`src/rtl/rrl_pkg.sv`:
```
// Shared types and constants of the repeat request limiter.
// Entry layout, cell operations, register map and head control/result bundles.
// No dependencies.
package rrl_pkg;

  localparam int ENTRIES   = 30;
  localparam int IDX_W     = $clog2(ENTRIES);
  localparam int CNT_W     = $clog2(ENTRIES + 1);
  localparam int KEY_W     = 32;
  localparam int TIME_W    = 32;
  localparam int COUNT_W   = 16;
  localparam int CFG_IDX_W = 3;
  localparam int CFG_W     = 32;

  localparam logic [CFG_IDX_W-1:0] REG_CLEAR_PERIOD = 3'd0;
  localparam logic [CFG_IDX_W-1:0] REG_KEEP_WINDOW  = 3'd1;
  localparam logic [CFG_IDX_W-1:0] REG_KEEP_MIN     = 3'd2;
  localparam logic [CFG_IDX_W-1:0] REG_KEEP_CAP     = 3'd3;
  localparam logic [CFG_IDX_W-1:0] REG_REJECT       = 3'd4;

  localparam logic [TIME_W-1:0]  RST_CLEAR_PERIOD = TIME_W'(60 * 60 * 1000);
  localparam logic [TIME_W-1:0]  RST_KEEP_WINDOW  = TIME_W'(10 * 60 * 1000);
  localparam logic [COUNT_W-1:0] RST_KEEP_MIN     = COUNT_W'(75);
  localparam logic [COUNT_W-1:0] RST_KEEP_CAP     = COUNT_W'(99);
  localparam logic [COUNT_W-1:0] RST_REJECT       = COUNT_W'(105);

  typedef struct packed {
    logic               valid;
    logic [KEY_W-1:0]   key;
    logic [COUNT_W-1:0] count;
    logic [TIME_W-1:0]  stamp;
  } entry_t;

  typedef enum logic [2:0] {
    OP_HOLD       = 3'd0,
    OP_TAKE_RIGHT = 3'd1,
    OP_SWAP_LO    = 3'd2,
    OP_SWAP_HI    = 3'd3,
    OP_LOAD_NEW   = 3'd4
  } cell_op_t;

  typedef struct packed {
    logic [TIME_W-1:0]  clear_period;
    logic [TIME_W-1:0]  keep_window;
    logic [COUNT_W-1:0] keep_min;
    logic [COUNT_W-1:0] keep_cap;
    logic [COUNT_W-1:0] reject;
  } cfg_t;

  typedef struct packed {
    logic             sweep;
    logic             search;
    logic [IDX_W-1:0] pos;
  } head_ctrl_t;

  typedef struct packed {
    logic              hit;
    logic              allowed;
    logic [TIME_W-1:0] since;
    logic [IDX_W-1:0]  victim;
    logic [CNT_W-1:0]  used;
  } head_res_t;

endpackage

```
`src/rtl/rrl_cell.sv`:
```
// One table entry of the limiter chain.
// Shifts, compacts or loads according to the op from the sequencer.
// Depends on rrl_pkg.
module rrl_cell (
  input  logic              clk,
  input  logic              rst_n,
  input  rrl_pkg::cell_op_t op,
  input  rrl_pkg::entry_t   left_in,
  input  rrl_pkg::entry_t   right_in,
  input  rrl_pkg::entry_t   new_in,
  output rrl_pkg::entry_t   entry_q
);
  import rrl_pkg::*;

  entry_t entry_r;
  entry_t entry_nxt;

  always_comb begin
    entry_nxt = entry_r;
    case (op)
      OP_TAKE_RIGHT: entry_nxt = right_in;
      // odd-even compaction: valid entries move toward cell 0, order kept
      OP_SWAP_LO: begin
        if (!entry_r.valid && right_in.valid) entry_nxt = right_in;
      end
      OP_SWAP_HI: begin
        if (!left_in.valid && entry_r.valid) entry_nxt = left_in;
      end
      OP_LOAD_NEW:   entry_nxt = new_in;
      default:       entry_nxt = entry_r;
    endcase
  end

  always_ff @(posedge clk) begin
    if (!rst_n) begin
      entry_r <= '0;
    end else begin
      entry_r <= entry_nxt;
    end
  end

  assign entry_q = entry_r;

endmodule

```
`config.mk`:
```
export PLATFORM = sky130hd
export DESIGN_NAME = rrl_cell
export DESIGN_NICKNAME = d
export VERILOG_FILES = /design/src/rtl/rrl_pkg.sv /design/src/rtl/rrl_cell.sv
export SDC_FILE = /design/constraint.sdc
export NUM_CORES = 1
export LEC_CHECK = 0
export BUFFER_PORTS_ARGS = -buffer_cell sky130_fd_sc_hd__buf_2
export CAP_MARGIN = 25
export CORE_AREA = 2 2 126 128
export DETAILED_ROUTE_END_ITERATION = 8
export DIE_AREA = 0 0 128 130
export PLACE_DENSITY = 0.82
export SYNTH_ARGS = -nofsm -noshare
export SYNTH_HDL_FRONTEND = slang
export SYNTH_SLANG_ARGS = --single-unit
```
`constraint.sdc`:
```
create_clock -name clk -period 1.5 [get_ports clk]
set_input_delay 0.3 -clock clk [delete_from_list [all_inputs] [get_ports clk]]
set_output_delay 0.3 -clock clk [all_outputs]
set_load 0.1 [all_outputs]
```
==> impl_metrics.yaml, run 1 <==
drt:
  via_count: 7844
  drcViolationCount: 0
  via_per_inst: 5.62
  ant_nets: 0
  route.detailed.wl_per_inst_um: 15.8
  drt_pre_antenna_iters: 4
  wl_mm: 22.0
  first_iter_violations: 321
pwr:
  p_per_area_mw_per_mm2: 848
  leakagePower_nw: 5.06
  ir_drop_v: 0.000591
  p_total_mw: 8.12
global_route:
  first_global_vias: 7052
  grt_overflow: 0
  antenna_found_initial: 0
  grt_max_degree: 94
  grt_first_pass_wirelength_mm: 34.2
  track_usage: 0.253
die:
  dieWidth_um: 128
  die-area_mm2: 0.0166
  rows: 46
  boundaryPins: 329
  core_area_mm2: 0.0154
  start_util: 0.477
  die_h_um: 130
yosys:
  yosysSeqAreaShare: 0.220
  synth-seq-cells: 81
  syn_area_mm2: 0.00736
  ys_types: 26
  synth.avg_cell_area_um2: 7.97
  ys_warn_count: 0
  postSynthNetCount: 1172
  synth_cells: 924
critical_path:
  path_depth: 1
  critPathLaunch: "entry_q[0]"
  cp-end-kind: "primary output"
  worstReg2RegEnd: "entry_q[36]"
  start_kind: "flop"
  crit_type: "reg -> out"
  arrival_ns: 1.16
  r2r_cells: 5
  cp_max_fo: 2
  crit_path_end: "entry_q[0]"
  critPathTopFamily: "buffers and inverters"
  cpPeakStageDelay_ns: 0.45
  cp_num_buf_inv: 1
  path_cells: "buf_2"
  r2r_slack_ns: 0.13
  cp_slowest_cell: "buf_2"
  worstPathRequired_ns: 1.20
  r2r-start: "entry_q[80]"
place:
  dpl_cell_area_mm2: 0.00927
  pre_cts_ws_ns: -0.0841
  dpl.hpwl_mm: 16.0
  io_buffers: 328
  place_congestion: 0.848
layout:
  area_delta_synth_final_pct: 30.1
  drive_gt1_frac: 0.323
  largest_reg_flops: 81
  post-route-cell-area_mm2: 0.00958
  insertedDiodeCount: 0
  final_nets: 1448
clocking:
  clk_pin_slew_ns: 0.06
  numCtsBuffers: 9
  clock-sinks: 81
  post-cts-setup-buffers: 0
  cts_tree: "done"
  clock_latency_ns: 0.34
  root_buffer: "clkbuf_16"
  htreeDepth: 3
  cts_buffer_depth: 2
sta:
  slew_violations: 0
  setup_slack_ns: 0.0370
  max_slew_margin: 0.649
  tightest_slew_ns: 0.530
  timing.final.crit_period_ns: 1.46
  fin_crit_sh: 0.975
  setup-tns-final_ns: 0
  skew_ns: 0.00478
  finalHoldViolCount: 0
  grt_setup_unrepaired: "false"
  setup_violations: 0
  hold_slack_ns: 0.331
  fmax_ghz: 0.684
worst_hold_path:
  min_path_type: "in -> reg"
  whs_path_depth: 3
run:
  maxCapViolCount: 0
status:
  status: "complete, no violations"
## per-layer routing
layer,share of wire,global-route usage
met2,0.48,0.444
met1,0.43,0.294
met4,0.027,0.103
met5,0,0
met3,0.062,0.0660
## layout make-up
cell class / instances / area (um^2)
clock buffers: 12 / 256
well taps: 192 / 240
repair buffers: 371 / 2180
flip-flops and latches: 81 / 1630
fillers: 1357 / 5850
multi-input cells: 737 / 5240
clock inverters: 3 / 40.0
## cells by family after synthesis
logic type	synth area share
buf+inv	0.0695
mux	0.109
simple gates	0.338
compound gates	0.264
flops	0.220
## timing repair
item,CTS,global route
hold buffers,0,0
gates resized for setup,1,2
hold endpoints to repair,0,0
endpoints found under the setup margin,1,2
## per-stage QoR
stage,utilization,cells
2_1_floorplan,-,924
4_1_cts,0.621,1396
3_5_place_dp,0.601,1381
3_3_place_gp,0.601,1381
6_report,0.621,1396
5_1_grt,0.621,1396
## cell usage in the layout, fill, tap and decap left out, drive strengths merged
cell / instances
nor4b: 1
o21bai: 160
o21ai: 1
or3b: 1
nor2: 81
bufinv: 1
and3b: 81
o21a: 1
nand2: 81
nand2b: 2
clkinv: 2
o2111ai: 80
o31a: 1
nand4bb: 1
nor3: 1
a211oi: 1
nand3b: 1
nor2b: 81
buf: 369
a21oi: 2
nor3b: 80
clkbuf: 14
dfxtp: 81
mux2i: 80
## cells in the mapped netlist, drive strengths merged
master | instances | area share
a211oi | 1 | 0.0010
nor2b | 81 | 0.069
o21a | 1 | 0.0010
clkbuf | 80 | 0.041
nand2b | 2 | 0.0017
nor2 | 81 | 0.042
o2111ai | 80 | 0.095
and3b | 81 | 0.096
a21oi | 2 | 0.0019
nand2 | 81 | 0.041
nor4b | 1 | 0.0012
nand4bb | 1 | 0.0015
nand3b | 1 | 0.0010
nor3b | 80 | 0.082
or3b | 1 | 0.0012
dfxtp | 81 | 0.22
o21bai | 160 | 0.16
o31a | 1 | 0.0012
nor3 | 1 | 0.00068
buf | 26 | 0.029
o21ai | 1 | 0.00068
mux2i | 80 | 0.11
## power breakdown
group,switching [mW],internal [mW]
sequential,0.100,2.34
clock,0.883,1.37
combinational,2.36,1.07
## how the worst min path moves through the flow
stage	start	end
6_report	right_in[20]	entry_q[20]
5_1_grt	right_in[4]	entry_q[4]
4_1_cts	right_in[75]	entry_q[75]
3_5_place_dp	entry_q[58]	entry_q[58]
3_3_place_gp	entry_q[42]	entry_q[42]
2_1_floorplan	right_in[80]	entry_q[80]
(Power assumes the default switching activity.)
==> run 2, diff against run 1 <==
--- a/config.mk
+++ b/config.mk
@@ -8,8 +8,10 @@
 export BUFFER_PORTS_ARGS = -buffer_cell sky130_fd_sc_hd__buf_2
 export CAP_MARGIN = 25
 export CORE_AREA = 2 2 126 128
+export CTS_CLUSTER_SIZE = 16
 export DETAILED_ROUTE_END_ITERATION = 8
 export DIE_AREA = 0 0 128 130
+export MAX_ROUTING_LAYER = met4
 export PLACE_DENSITY = 0.82
 export SYNTH_ARGS = -nofsm -noshare
 export SYNTH_HDL_FRONTEND = slang
==> run 2 against run 1 <==
Effect of this change: sequential power about the same; die area unchanged; global-route usage up 0.78 points; critical path depth is the same; final cell count unchanged; critical path type unchanged; critical endpoint unchanged; highest routed layer unchanged.
==> impl_metrics.yaml, run 2 (synthesized netlist as in run 1, its figures left out) <==
pwr:
  leakagePower_nw: 5.06
  ir_drop_v: 0.000590
  combPwrFrac: 0.422
  swShare: 0.411
  p_int_mw: 4.78
  p_switching_mw: 3.34
  p_total_mw: 8.12
  clkPwrFrac: 0.277
  p_per_area_mw_per_mm2: 848
  power_frac_seq: 0.301
place:
  io_buffers: 328
  dpl.hpwl_mm: 16.0
  place_congestion: 0.861
  pre_cts_ws_ns: -0.0841
critical_path:
  cpPeakStageDelay_ns: 0.45
  cp_slowest_cell: "buf_2"
  start_kind: "flop"
  path_cells: "buf_2"
  crit_type: "reg -> out"
  r2r_cells: 5
  r2r-start: "entry_q[80]"
  worstPathRequired_ns: 1.20
  cp_max_fo: 2
  cp_num_buf_inv: 1
  arrival_ns: 1.17
  r2r_slack_ns: 0.13
  cp-end-kind: "primary output"
  worstReg2RegEnd: "entry_q[36]"
  critPathTopFamily: "buffers and inverters"
die:
  dieWidth_um: 128
  die_h_um: 130
  rows: 46
  boundaryPins: 329
  start_util: 0.477
  core_area_mm2: 0.0154
  die-area_mm2: 0.0166
global_route:
  grt_first_pass_wirelength_mm: 34.1
  grt_max_degree: 94
  first_global_vias: 7062
  antenna_found_initial: 0
  grt_overflow: 0
  track_usage: 0.261
layout:
  layout_common_cells: "321 x buf_2, 160 x o21bai_1, 81 x and3b_1, 81 x nor2b_1"
  final_nets: 1448
  insertedDiodeCount: 0
  area_delta_synth_final_pct: 30.1
  drive_gt1_frac: 0.323
  nFillCells: 1357
  largest_reg_flops: 81
  layout_commonest_cell: "buf_2"
clocking:
  numCtsBuffers: 9
  post-cts-setup-buffers: 0
  cts_buffer_depth: 2
  cts_hold_buf: 0
  cts_tree: "done"
  root_buffer: "clkbuf_16"
  clk_pin_slew_ns: 0.06
  clock-sinks: 81
  htreeDepth: 3
  clock_latency_ns: 0.34
sta:
  setup_violations: 0
  fin_crit_sh: 0.979
  finalHoldViolCount: 0
  skew_ns: 0.00456
  setup_slack_ns: 0.0320
  fmax_ghz: 0.681
  max_slew_margin: 0.648
  setup-tns-final_ns: 0
  tightest_slew_ns: 0.531
  slew_violations: 0
  grt_setup_unrepaired: "false"
  timing.final.crit_period_ns: 1.47
drt:
  first_iter_violations: 344
  via_count: 7891
  drt_pre_antenna_iters: 4
  m1WireLength_mm: 9.48
  via_per_inst: 5.65
  route.detailed.wl_per_inst_um: 15.8
  ant_nets: 0
  met2_length_mm: 10.5
  wl_mm: 22.1
  maxUsedRoutingLayer: "met4"
  met3_length_mm: 1.43
  drcViolationCount: 0
run:
  maxCapViolCount: 0
status:
  status: "complete, no violations"
worst_hold_path:
  hold_path.startpoint: "right_in[20]"
  whs_endpoint: "entry_q[20]"
  min_path_type: "in -> reg"
  whs_path_depth: 3
==> run 2: per-stage QoR <==
stage          hold WS, ns   util  instances  cell area, um^2
2_1_floorplan        0.550      -        924             7370
3_3_place_gp         0.441  0.601       1381             9270
3_5_place_dp         0.449  0.601       1381             9270
4_1_cts              0.318  0.621       1396             9570
5_1_grt              0.330  0.621       1396             9580
6_report             0.328  0.621       1396             9580
==> run 2: layout make-up <==
cell class                      instances  area (um^2)  share of cell area
Clock buffer                           12          256              0.0268
Timing Repair Buffer                  371         2180               0.227
Sequential cell                        81         1630               0.170
Tap cell                              192          240              0.0251
Multi-Input combinational cell        737         5240               0.547
Clock inverter                          3         40.0             0.00418
==> run 2: how the worst max path moves through the flow <==
stage                start           to  cells past startpoint
2_1_floorplan  entry_q[80]  entry_q[80]                      5
3_3_place_gp         op[2]  entry_q[15]                      6
3_5_place_dp         op[2]  entry_q[65]                      6
4_1_cts        entry_q[38]  entry_q[38]                      1
5_1_grt         entry_q[0]   entry_q[0]                      1
6_report        entry_q[0]   entry_q[0]                      1
==> run 2: power groups by stage <==
stage / clock network (mW) / registers [mW] / logic (mW)
floorplan: 0 / 3.84 / 1.19
global placement: 0 / 2.49 / 3.38
detailed placement: 0 / 2.49 / 3.42
CTS: 2.28 / 2.44 / 3.43
global route: 2.37 / 2.46 / 3.64
finish: 2.25 / 2.44 / 3.43
==> run 2: routing by layer <==
layer / GRT usage / vias up
met2: 0.445 / 274
li1: - / 3921
met5: - / -
met3: 0.0586 / 47
met4: 0.104 / 0
met1: 0.298 / 3649
==> run 2: timing repair <==
item | CTS | global route
endpoints found under the hold margin | 0 | 0
endpoints found under the setup margin | 1 | 2
gates resized for setup | 1 | 2
==> run 3, diff against run 2 <==
==> constraint.sdc (replaced) <==
create_clock -name clk -period 1.5 [get_ports clk]
set_input_delay 0.3 -clock clk [delete_from_list [all_inputs] [get_ports clk]]
set_output_delay 0.3 -clock clk [all_outputs]
set_load 0.01 [all_outputs]
==> run 3 against run 2 <==
Effect of this change: wire length up 3.4%; total power is 14% lower; die area did not move.
==> impl_metrics.yaml, run 3 (synthesized netlist as in run 1, its figures left out) <==
layout:
  layout_commonest_cell: "buf_2"
  drive_gt1_frac: 0.332
  insertedDiodeCount: 0
  area_delta_synth_final_pct: 32.5
  largest_reg_flops: 81
  final_nets: 1464
  post-route-cell-area_mm2: 0.00976
  layout_common_cells: "324 x buf_2, 160 x o21bai_1, 81 x and3b_1, 81 x nor2b_1"
clocking:
  cts_buffer_depth: 2
  root_buffer: "clkbuf_16"
  clock-sinks: 81
  cts_tree: "done"
  clk_pin_slew_ns: 0.06
  numCtsBuffers: 9
  htreeDepth: 3
  clock_latency_ns: 0.34
  cts_hold_buf: 0
critical_path:
  worstReg2RegEnd: "entry_q[11]"
  start_kind: "flop"
  r2r-start: "entry_q[80]"
  crit_type: "reg -> reg"
  r2r_slack_ns: 0.07
  worstPathRequired_ns: 1.76
  arrival_ns: 1.69
  critPathLaunch: "entry_q[80]"
  r2r_cells: 5
  cp_max_fo: 19
  cp-end-kind: "flop"
global_route:
  antenna_found_initial: 0
  grt_first_pass_wirelength_mm: 35.3
  track_usage: 0.266
  grt_overflow: 0
  first_global_vias: 7337
  grt_max_degree: 101
place:
  dpl_cell_area_mm2: 0.00938
  place_congestion: 0.893
  io_buffers: 328
  dpl.hpwl_mm: 16.4
sta:
  fin_crit_sh: 0.955
  skew_ns: 0.00803
  fmax_ghz: 0.698
  setup_violations: 0
  timing.final.crit_period_ns: 1.43
  max_slew_margin: 0.759
  hold_slack_ns: 0.333
  slew_violations: 0
  finalHoldViolCount: 0
  tightest_slew_ns: 0.361
die:
  start_util: 0.477
  rows: 46
  die_h_um: 130
  dieWidth_um: 128
  die-area_mm2: 0.0166
  boundaryPins: 329
  core_area_mm2: 0.0154
drt:
  route.detailed.wl_per_inst_um: 16.1
  first_iter_violations: 408
  via_per_inst: 5.68
  drt_pre_antenna_iters: 5
  drcViolationCount: 0
  ant_nets: 0
  via_count: 8030
  wl_mm: 22.8
worst_hold_path:
  min_path_type: "in -> reg"
  whs_path_depth: 3
  whs_endpoint: "entry_q[78]"
  hold_path.startpoint: "right_in[78]"
pwr:
  leakagePower_nw: 5.17
  p_per_area_mw_per_mm2: 718
  ir_drop_v: 0.000471
run:
  maxCapViolCount: 0
status:
  status: "complete, no violations"
run 3: worst max-delay path, cell delays in order, from the launching register on:
cell and delay [ns]:
dfxtp_2 0.34, nand4bb_1 0.14, a21oi_2 0.09, nor2_4 0.25, clkbuf_16 0.28, mux2i_1 0.24
run 3: area by class of cell:
cell class,count,area [um^2]
repair buffers,387,2350
flip-flops and latches,81,1620
fillers,1347,5660
clock buffers,14,274
well taps,192,240
multi-input cells,737,5240
clock inverters,2,35.0
run 3: power breakdown:
group / switching [mW] / internal [mW] / total (mW)
combinational: 1.11 / 1.13 / 2.25
clock: 0.892 / 1.43 / 2.32
sequential: 0.0984 / 2.34 / 2.44
run 3: how the worst max path moves through the flow:
| stage | to | slack (ns) | cells past startpoint |
|---|---|---|---|
| floorplan | entry_q[59] | 0.17 | 6 |
| global placement | entry_q[31] | -0.02 | 7 |
| detailed placement | entry_q[47] | -0.05 | 7 |
| CTS | entry_q[14] | 0.04 | 5 |
| global route | entry_q[35] | -0.02 | 6 |
| finish | entry_q[11] | 0.07 | 5 |
run 3: timing repair:
item                                    CTS  global route
buffers inserted                          0             4
gates resized for setup                   0             1
endpoints found under the setup margin    0             8
run 3: metal layers:
layer  global-route usage  vias to the layer above  share of wire
met4                0.123                        0          0.035
li1                     -                     3966              -
met2                0.441                      325           0.48
met3               0.0435                       59          0.067
met5                    -                        -              0
met1                0.318                     3680           0.42
run 3: per-stage QoR:
stage                     power [mW]  std cells  utilization  setup WS (ns)  setup TNS [ns]
after floorplan                 3.75        924            -          0.167               0
after global placement          4.63       1392        0.608        -0.0223         -0.0297
after detailed placement        4.68       1392        0.608        -0.0485          -0.549
after CTS                       7.01       1408        0.628         0.0412               0
after global routing            7.37       1413        0.633        -0.0197         -0.0272
final                           7.01       1413        0.633         0.0676               0
