[config.mk]
export PLATFORM = sky130hd
export DESIGN_NAME = rrl_head
export DESIGN_NICKNAME = d
export VERILOG_FILES = /design/src/rtl/rrl_pkg.sv /design/src/rtl/rrl_head.sv
export SDC_FILE = /design/constraint.sdc
export NUM_CORES = 1
export LEC_CHECK = 0
export BUFFER_PORTS_ARGS = -buffer_cell sky130_fd_sc_hd__buf_2
export CORE_MARGIN = 10
export CORE_UTILIZATION = 35
export CTS_CLUSTER_DIAMETER = 40
export CTS_CLUSTER_SIZE = 25
export DETAILED_ROUTE_END_ITERATION = 7
export GPL_ROUTABILITY_DRIVEN = 0
export SLEW_MARGIN = 10
export SYNTH_ARGS = -nofsm -noshare
export SYNTH_HDL_FRONTEND = slang
export SYNTH_SLANG_ARGS = --single-unit
[constraint.sdc]
create_clock -name clk -period 14.4 [get_ports clk]
set_input_delay 0.72 -clock clk [delete_from_list [all_inputs] [get_ports clk]]
set_output_delay 0.72 -clock clk [all_outputs]
set_load 0.01 [all_outputs]
[src/rtl/rrl_pkg.sv]
// Shared types and constants of the repeat request limiter.
// Entry layout, cell operations, register map and head control/result bundles.
// No dependencies.
package rrl_pkg;

  localparam int ENTRIES   = 30;
  localparam int IDX_W     = $clog2(ENTRIES);
  localparam int CNT_W     = $clog2(ENTRIES + 1);
  localparam int KEY_W     = 32;
  localparam int TIME_W    = 32;
  localparam int COUNT_W   = 16;
  localparam int CFG_IDX_W = 3;
  localparam int CFG_W     = 32;

  localparam logic [CFG_IDX_W-1:0] REG_CLEAR_PERIOD = 3'd0;
  localparam logic [CFG_IDX_W-1:0] REG_KEEP_WINDOW  = 3'd1;
  localparam logic [CFG_IDX_W-1:0] REG_KEEP_MIN     = 3'd2;
  localparam logic [CFG_IDX_W-1:0] REG_KEEP_CAP     = 3'd3;
  localparam logic [CFG_IDX_W-1:0] REG_REJECT       = 3'd4;

  localparam logic [TIME_W-1:0]  RST_CLEAR_PERIOD = TIME_W'(60 * 60 * 1000);
  localparam logic [TIME_W-1:0]  RST_KEEP_WINDOW  = TIME_W'(10 * 60 * 1000);
  localparam logic [COUNT_W-1:0] RST_KEEP_MIN     = COUNT_W'(75);
  localparam logic [COUNT_W-1:0] RST_KEEP_CAP     = COUNT_W'(99);
  localparam logic [COUNT_W-1:0] RST_REJECT       = COUNT_W'(105);

  typedef struct packed {
    logic               valid;
    logic [KEY_W-1:0]   key;
    logic [COUNT_W-1:0] count;
    logic [TIME_W-1:0]  stamp;
  } entry_t;

  typedef enum logic [2:0] {
    OP_HOLD       = 3'd0,
    OP_TAKE_RIGHT = 3'd1,
    OP_SWAP_LO    = 3'd2,
    OP_SWAP_HI    = 3'd3,
    OP_LOAD_NEW   = 3'd4
  } cell_op_t;

  typedef struct packed {
    logic [TIME_W-1:0]  clear_period;
    logic [TIME_W-1:0]  keep_window;
    logic [COUNT_W-1:0] keep_min;
    logic [COUNT_W-1:0] keep_cap;
    logic [COUNT_W-1:0] reject;
  } cfg_t;

  typedef struct packed {
    logic             sweep;
    logic             search;
    logic [IDX_W-1:0] pos;
  } head_ctrl_t;

  typedef struct packed {
    logic              hit;
    logic              allowed;
    logic [TIME_W-1:0] since;
    logic [IDX_W-1:0]  victim;
    logic [CNT_W-1:0]  used;
  } head_res_t;

endpackage

[src/rtl/rrl_head.sv]
// Processing head at the exit of the rotating chain.
// Prunes entries and caps counts on a sweep pass; on a search pass updates a hit and
// tracks the eviction victim and fill count. Depends on rrl_pkg.
module rrl_head (
  input  logic                         clk,
  input  logic                         rst_n,
  input  rrl_pkg::head_ctrl_t          ctrl,
  input  rrl_pkg::cfg_t                cfg,
  input  logic [rrl_pkg::KEY_W-1:0]    key,
  input  logic [rrl_pkg::TIME_W-1:0]   now,
  input  rrl_pkg::entry_t              entry_in,
  output rrl_pkg::entry_t              entry_out,
  output rrl_pkg::head_res_t           res
);
  import rrl_pkg::*;

  logic [TIME_W-1:0]  age;
  logic               match;
  logic [COUNT_W-1:0] cnt_inc;
  head_res_t          res_r;
  head_res_t          res_nxt;
  logic [TIME_W-1:0]  vage_r;
  logic [TIME_W-1:0]  vage_nxt;
  logic               first;

  assign age     = now - entry_in.stamp;
  assign match   = entry_in.valid && (entry_in.key == key);
  assign cnt_inc = (entry_in.count == {COUNT_W{1'b1}}) ? entry_in.count
                                                        : entry_in.count + 1'b1;
  assign first   = (ctrl.pos == '0);

  always_comb begin
    entry_out = entry_in;
    if (ctrl.sweep) begin
      if (!(age <= cfg.keep_window && entry_in.count >= cfg.keep_min)) begin
        entry_out.valid = 1'b0;
      end
      if (entry_in.count > cfg.keep_cap) entry_out.count = cfg.keep_cap;
    end
    if (ctrl.search && match) begin
      entry_out.count = cnt_inc;
      entry_out.stamp = now;
    end
  end

  always_comb begin
    res_nxt  = res_r;
    vage_nxt = vage_r;
    if (ctrl.search) begin
      if (first) begin
        res_nxt.hit     = 1'b0;
        res_nxt.allowed = 1'b1;
        res_nxt.since   = '0;
        res_nxt.used    = '0;
      end
      if (match) begin
        res_nxt.hit     = 1'b1;
        res_nxt.since   = age;
        res_nxt.allowed = !(cnt_inc > cfg.reject);
      end
      // strict compare keeps the earliest entry on equal age
      if (first || age > vage_r) begin
        res_nxt.victim = ctrl.pos;
        vage_nxt       = age;
      end
      res_nxt.used = res_nxt.used + CNT_W'(entry_in.valid);
    end
  end

  always_ff @(posedge clk) begin
    if (!rst_n) begin
      res_r <= '0;
    end else begin
      res_r <= res_nxt;
    end
  end

  always_ff @(posedge clk) begin
    vage_r <= vage_nxt;
  end

  assign res = res_r;

endmodule

==> results.txt, run 1 <==
status -> complete, no violations
Iter 0 DRT Violations -> 394
Final Critical Period -> 6.034 ns
Fin Clk Skew -> 0.01153 ns
total vias in the final route -> 8,559
Post-Syn Instances -> 1,089
Placed Cells -> 1,710
First-pass DRT Iterations -> 5
RSZ-0062 raised after global routing -> no
Worst slew margin -> 0.3867
# DRC -> 0
Fin. Hold Viols -> 0
multiplexer share of the synthesized area -> 0.006213
DR vias/cell -> 4.959
critical path arrival -> 5.31 ns
Mapped Avg Cell Area -> 7.952 sq um
Async SR Flop Fraction -> 0
Post-Synth XOR/XNOR Area -> 0.07470
Antenna Nets Post-Route -> 0
largest net degree at the start of global routing -> 92
Syn-to-layout area delta -> 25.23%
Port Buf Inserts -> 358
# hold bufs at CTS -> 0
cts bufs inserted -> 9
Power Dens Cells -> 80.85 mW/mm^2
sequential share of the synthesized area -> 0.2127
hpwl dp -> 23,930 microns
Static Leak -> 5.846 nW
vias in the first global route -> 8,561
EDFF count, synth -> 32
clock sink count -> 76
crit path kind -> in2out
WL/cell -> 16.60 microns
Initial Util -> 0.3561
initial antenna violation count -> 0
largest buffer count on any clock path -> 2
clk root buf -> clkbuf_16
clock-pin slew on the worst setup and hold paths -> 0.06 ns
max-slew violations -> 0
first-pass GRT wire length -> 43,880 microns
Post-Synth Adder-Cell Area -> 0.2133
Netlist cell types -> 61
type of origin of the critical path -> primary input
Critical Path RT -> 13.68 ns
Power, Total -> 876.8 uW
die area -> 0.03143 sq mm
antenna cells -> 0
Setup Viol. Count Final -> 0
Worst-Skew Late Latency -> 0.35 ns
register area -> 0.001842 sq mm
core area -> 0.02432 sq mm
Rows -> 57
die height -> 177.3 microns
Yosys Warn Count -> 0
Fill cells -> 2,509
CTS tree -> built
crit-path max FO -> 4
Peak Freq -> 0.1657 GHz
HP Class -> reg2reg
setup TNS -> 0 ns
Top Ports -> 391
Post-CTS Setup Inserts -> 0
kind of end point of the critical path -> output port
H-tree depth -> 3
Netlist Area Pre-Place -> 0.008660 sq mm
Worst IR Drop VDD -> 0.00004862 V
Main synth FF type -> dfxtp_1
Overall Global Routing Usage -> 0.1717
nets@finish -> 1,810
Synthesized Nets -> 1,502
compound-gate portion of the synthesized area -> 0.2179
simple-gate share of the synthesized area -> 0.1666
multi-input logic area -> 0.005888 sq mm
Die Width -> 177.3 microns
slew of the pin with the lowest slew margin -> 0.9200 ns
Tcrit/Tclk final -> 0.4190
#FFs+latches synth -> 76
fraction of layout cells with a size suffix above 1 -> 0.2789
Post-Route WL -> 28,650 microns
max-cap viol count -> 0
Non-Filler Instances -> 1,726
grt ovf -> 0
main combinational cell family by area after synthesis -> compound AO/OA/AOI/OAI gates
cts repair resizes -> 0
flip-flops by register name, indices dropped and copies added (netlist names):
name and count:
vage_r 32, res 44
power breakdown:
group	leakage, nW	internal (mW)	switching, mW	total, mW
combinational	5.04	0.163	0.213	0.376
sequential	0.653	0.254	0.00538	0.260
clock	0.152	0.139	0.102	0.241
stage by stage:
| stage | util | hold slack [ns] | area [sq um] | setup WS, ns |
|---|---|---|---|---|
| detailed placement | 0.4329 | 0.4618 | 10530 | 8.291 |
| floorplan | - | 0.4938 | 8660 | 9.135 |
| global placement | 0.4329 | 0.4520 | 10530 | 8.333 |
| CTS | 0.4459 | 0.4780 | 10840 | 8.293 |
| finish | 0.4459 | 0.4749 | 10840 | 8.366 |
| global route | 0.4459 | 0.4895 | 10840 | 7.980 |
final timing paths:
path	start	endpoint	slack [ns]	cells past startpoint
worst max-delay path	now[0]	entry_out[80]	8.37	21
worst min-delay path	res[5]	res[5]	0.47	2
worst max register to register	vage_r[22]	vage_r[14]	11.59	11
worst min register to register	res[5]	res[5]	0.47	2
synth_stat cells, types with 2 or more instances:
library cell,instances,area share
inv_1,152,0.066
o21a_1,21,0.018
nand3_1,25,0.014
or4_1,2,0.0017
nand4_1,34,0.025
buf_1,5,0.0022
xor2_1,14,0.014
and2_1,6,0.0043
a31oi_1,6,0.0043
edfxtp_1,32,0.11
a21o_1,57,0.049
o211ai_1,12,0.010
dfxtp_1,44,0.10
nor3b_1,2,0.0017
a21oi_1,70,0.040
a221oi_1,2,0.0020
o21bai_1,5,0.0043
nor4_1,3,0.0022
buf_4,32,0.028
nor3_1,3,0.0017
nor2_1,40,0.017
a22o_1,18,0.018
o22ai_1,8,0.0058
o21ai_0,67,0.039
a211oi_1,4,0.0035
mux2_2,3,0.0039
clkbuf_1,23,0.010
and4_1,6,0.0061
and3_1,24,0.017
mux2i_1,2,0.0023
xnor2_1,58,0.059
buf_2,5,0.0029
nand2b_1,11,0.0079
ha_1,146,0.21
nand2_1,87,0.038
nor2b_1,31,0.022
o311a_1,2,0.0023
a311oi_1,2,0.0020
o221ai_1,2,0.0020
or2_2,2,0.0014
metal layers:
| metal | vias to the layer above | track usage | wire [microns] |
|---|---|---|---|
| met2 | 271 | 0.2828 | 13140 |
| met1 | 3846 | 0.2179 | 12780 |
| li1 | 4415 | - | - |
| met3 | 27 | 0.04866 | 2273 |
| met5 | - | 0 | 0 |
| met4 | 0 | 0.03856 | 456 |
cell type report:
class | instances | area share
Clock buffer | 9 | 0.02077
Timing Repair Buffer | 362 | 0.1680
Sequential cell | 76 | 0.1698
Multi-Input combinational cell | 796 | 0.5430
Inverter | 152 | 0.05261
Tap cell | 324 | 0.03738
Clock inverter | 7 | 0.008423
cells in the final DEF (no fill, tap or decap), types with 9 or more instances in the layout:
cell	instances
nand2_1	87
nor2_1	40
nor2b_1	31
a22o_1	18
buf_2	358
nand4_1	34
o211ai_1	12
xnor2_1	58
clkbuf_16	9
inv_1	152
o21a_1	21
a21oi_1	70
a21o_1	57
nand3_1	25
nand2b_1	11
dfxtp_1	44
and3_1	23
edfxtp_1	32
o21ai_0	67
xor2_1	14
ha_1	146
cell families after synthesis:
logic type	after synthesis
muxes	5
DFF	76
AOI/OAI and AO/OA	289
and+or+nand+nor	282
xor gates and xnor gates	73
buffers and inverters	217
adders and majority gates	147
worst max-delay path, cell delays in order:
cell and delay (ns):
buf_2 0.08, inv_1 0.04, ha_1 0.23, fa_1 0.42
nor2b_1 0.18, o2111a_1 0.25, o21ai_0 0.16, o21ai_0 0.50
a31oi_1 0.21, nand3b_1 0.25, o21ai_0 0.23, xor2_1 0.46
ha_1 0.34, a21o_1 0.16, a21oi_1 0.13, o211ai_1 0.10
a21oi_1 0.16, nor2b_1 0.10, o221ai_1 0.28, and3_1 0.19
buf_2 0.13
(Power assumes the default switching activity.)
==> run 2, diff against run 1 <==
--- a/config.mk
+++ b/config.mk
@@ -5,6 +5,7 @@
 export SDC_FILE = /design/constraint.sdc
 export NUM_CORES = 1
 export LEC_CHECK = 0
+export ABC_AREA = 1
 export BUFFER_PORTS_ARGS = -buffer_cell sky130_fd_sc_hd__buf_2
 export CORE_MARGIN = 10
 export CORE_UTILIZATION = 35
==> constraint.sdc (replaced) <==
create_clock -name clk -period 5.1 [get_ports clk]
set_input_delay 0.255 -clock clk [delete_from_list [all_inputs] [get_ports clk]]
set_output_delay 0.255 -clock clk [all_outputs]
set_load 0.01 [all_outputs]
==> run 2 against run 1 <==
Clock power increased to 2.8 times the previous value. Highest routed layer is now met5. Die area increased by 17%. Via count increased by 33%. Count of clock-buffer cells in the layout increased by 4. Total power increased to 3.0 times the previous value.
==> results.txt, run 2 <==
crit-path max FO -> 5 (+1)
Post-CTS Setup Inserts -> 0 (unchanged)
H-tree depth -> 3 (unchanged)
clock-pin slew on the worst setup and hold paths -> 0.06 ns (about the same)
Mapped Avg Cell Area -> 6.185 sq um (-22%)
R2R Setup Slk -> 2.66 ns (-8.93 ns)
Power, Total -> 2.587 mW (+200%)
Layout Utilization -> 0.4355 (-0.01038)
cts bufs inserted -> 9 (unchanged)
clock sink count -> 76 (unchanged)
clk root buf -> clkbuf_16
Worst Slack Setup Final -> 0.9889 ns (-7.377 ns)
Die Width -> 192.0 microns (+8.3%)
Iter 0 DRT Violations -> 640 (+62%)
die area -> 0.03686 sq mm (+17%)
grt ovf -> 0 (unchanged)
largest buffer count on any clock path -> 2 (unchanged)
Setup Viol. Count Final -> 0 (unchanged)
net load switching power -> 1.028 mW (+220%)
sequential share of the synthesized area -> 0.1779 (-0.03480)
top cells by count, synth -> nand2_1, inv_1, ha_1
critical path's top delay family -> simple AND/OR/NAND/NOR gates
CP max stage delay -> 0.42 ns (-0.08 ns)
First-pass DRT Iterations -> 5 (unchanged)
cts repair resizes -> 0 (unchanged)
most frequent cells in the layout -> nand2_1, buf_2, inv_1
kind of end point of the critical path -> output port
die height -> 192.0 microns (+8.3%)
Critical Path RT -> 4.85 ns (-8.83 ns)
Placed Cells -> 2,359 (+38%)
max-cap viol count -> 0 (unchanged)
type of origin of the critical path -> primary input
max-slew violations -> 0 (unchanged)
Static Leak -> 7.123 nW (+22%)
Async SR Flop Fraction -> 0 (unchanged)
Post-Syn Instances -> 1,674 (+54%)
Synth top area share -> 0.1764 (-0.03452)
Worst-Skew Late Latency -> 0.34 ns (about the same)
vias in the first global route -> 11.28k (+32%)
sw frac -> 0.3974 (+0.03123)
Initial Util -> 0.3578 (+0.001749)
fraction of layout cells with a size suffix above 1 -> 0.2084 (-0.07045)
Netlist cell types -> 45 (-26%)
pre-CTS WS -> 0.7917 ns (-7.499 ns)
Overall Global Routing Usage -> 0.2016 (+0.02988)
Peak Freq -> 0.2432 GHz
Fin. Hold Viols -> 0 (unchanged)
RSZ-0062 raised after global routing -> no
DR vias/cell -> 4.791 (-3.4%)
Fill cells -> 3,181 (+27%)
Post-Route WL -> 38,590 microns (+35%)
Reg power frac -> 0.281 (-0.015)
# hold bufs at CTS -> 0 (unchanged)
hold slack -> 0.1570 ns (-0.3180 ns)
total vias in the final route -> 11.41k (+33%)
crit path kind -> in2out
combinational power share -> 0.456 (+0.027)
most frequent CP cell -> nand2_1
Synthesized Nets -> 2,087 (+39%)
critical path arrival -> 3.86 ns (-1.45 ns)
Tcrit/Tclk final -> 0.8061
Worst path slowest cell -> fa_1
Worst slew margin -> 0.2684 (-0.1183)
top-count cell post-synth -> nand2_1
initial antenna violation count -> 11 (+11)
WL/cell -> 16.20 microns (-2.4%)
Yosys Warn Count -> 0 (unchanged)
commonest non-fill, non-tap cell in the layout -> nand2_1
DP Area -> 0.01228 sq mm (+17%)
#FFs+latches synth -> 76 (unchanged)
Clock power frac -> 0.262 (-0.013)
Antenna Nets Post-Route -> 0 (unchanged)
slew of the pin with the lowest slew margin -> 1.094 ns (+0.1736 ns)
status -> complete, no violations
Final Critical Period -> 4.111 ns
Buffers & Inverters on Critical Path -> 5 (+2)
# DRC -> 0 (unchanged)
CTS tree -> built
EDFF count, synth -> 32 (unchanged)
Worst IR Drop VDD -> 0.0001226 V (+150%)
first-pass GRT wire length -> 59,410 microns (+35%)
Non-Filler Instances -> 2,382 (+38%)
Area contributors post-synth -> ha_1, nand2_1, inv_1
Fin Clk Skew -> 0.009776 ns (-0.001752 ns)
Power Internal -> 1.559 mW (+180%)
Power Dens Cells -> 205.3 mW/mm^2 (+150%)
final instance area -> 0.01260 sq mm (+16%)
hpwl dp -> 33,450 microns (+40%)
nets@finish -> 2,399 (+33%)
Synth area leader -> ha_1
Top Ports -> 391 (unchanged)
Main synth FF type -> dfxtp_1
Netlist Area Pre-Place -> 0.01035 sq mm (+20%)
HP Class -> in2reg
core area -> 0.02894 sq mm (+19%)
largest net degree at the start of global routing -> 103 (+12%)
Syn-to-layout area delta -> 21.72%
Rows -> 62 (+8.8%)
setup TNS -> 0 ns (unchanged)
max reg flops -> 44 (unchanged)
Port Buf Inserts -> 358 (unchanged)
run 2: cell types whose count changed in the layout (fill, tap and decap cells not counted), sizes merged, moves of 22 or more:
cell / before / now
nor3: 3 / 30
nand3: 25 / 137
a21oi: 70 / 120
and3: 24 / 2
a21o: 57 / 3
nor2b: 31 / 0
nand2: 87 / 439
xnor2: 59 / 5
inv: 156 / 320
nor2: 40 / 142
run 2: worst min-delay path: cells and delay by family:
family	cells	cell delay [ns]
buffers and inverters	1	0.09
AND/OR/NAND/NOR	1	0.08
AO/OA/AOI/OAI	1	0.03
run 2: cells by family (layout without fill, tap and decap cells):
logic type,Yosys count,count (layout),synth area share
AND/OR/NAND/NOR,814,814,0.3421
adder cells (fa/ha/maj),147,147,0.1784
other,0,7,0
buffers and inverters,383,700,0.1550
AO/OA/AOI/OAI,218,218,0.1154
flip-flops,76,76,0.1779
XOR/XNOR,36,36,0.03118
run 2: worst paths after layout:
check | start | end | depth (start not counted)
worst max-delay path | now[0] | entry_out[80] | 25
worst min-delay path | ctrl[4] | res[9] | 3
worst max register to register | vage_r[23] | vage_r[29] | 11
worst min register to register | res[15] | res[15] | 2
run 2: routing by layer:
metal  wire length (microns)  global-route usage
met5                      48                   0
met4                     595             0.04770
met3                    2768             0.04897
met2                   18930              0.3608
met1                   16250              0.2364
run 2: power by group through the flow:
stage | Sequential, mW | Combinational, mW | Clock [mW]
floorplan | 0.743 | 0.771 | 0
detailed placement | 0.741 | 1.18 | 0
global placement | 0.739 | 1.16 | 0
CTS | 0.728 | 1.19 | 0.695
global route | 0.732 | 1.36 | 0.716
finish | 0.727 | 1.18 | 0.679
run 2: final cells by class:
class | count | area, sq um | share of cell area
Inverter | 320 | 1201 | 0.09531
Sequential cell | 76 | 1842 | 0.1461
Timing Repair Buffer | 364 | 1849 | 0.1467
Tap cell | 384 | 480.5 | 0.03813
Clock buffer | 13 | 261.5 | 0.02075
Clock inverter | 3 | 43.79 | 0.003475
Multi-Input combinational cell | 1215 | 6907 | 0.5481
Antenna cell | 7 | 17.52 | 0.001390
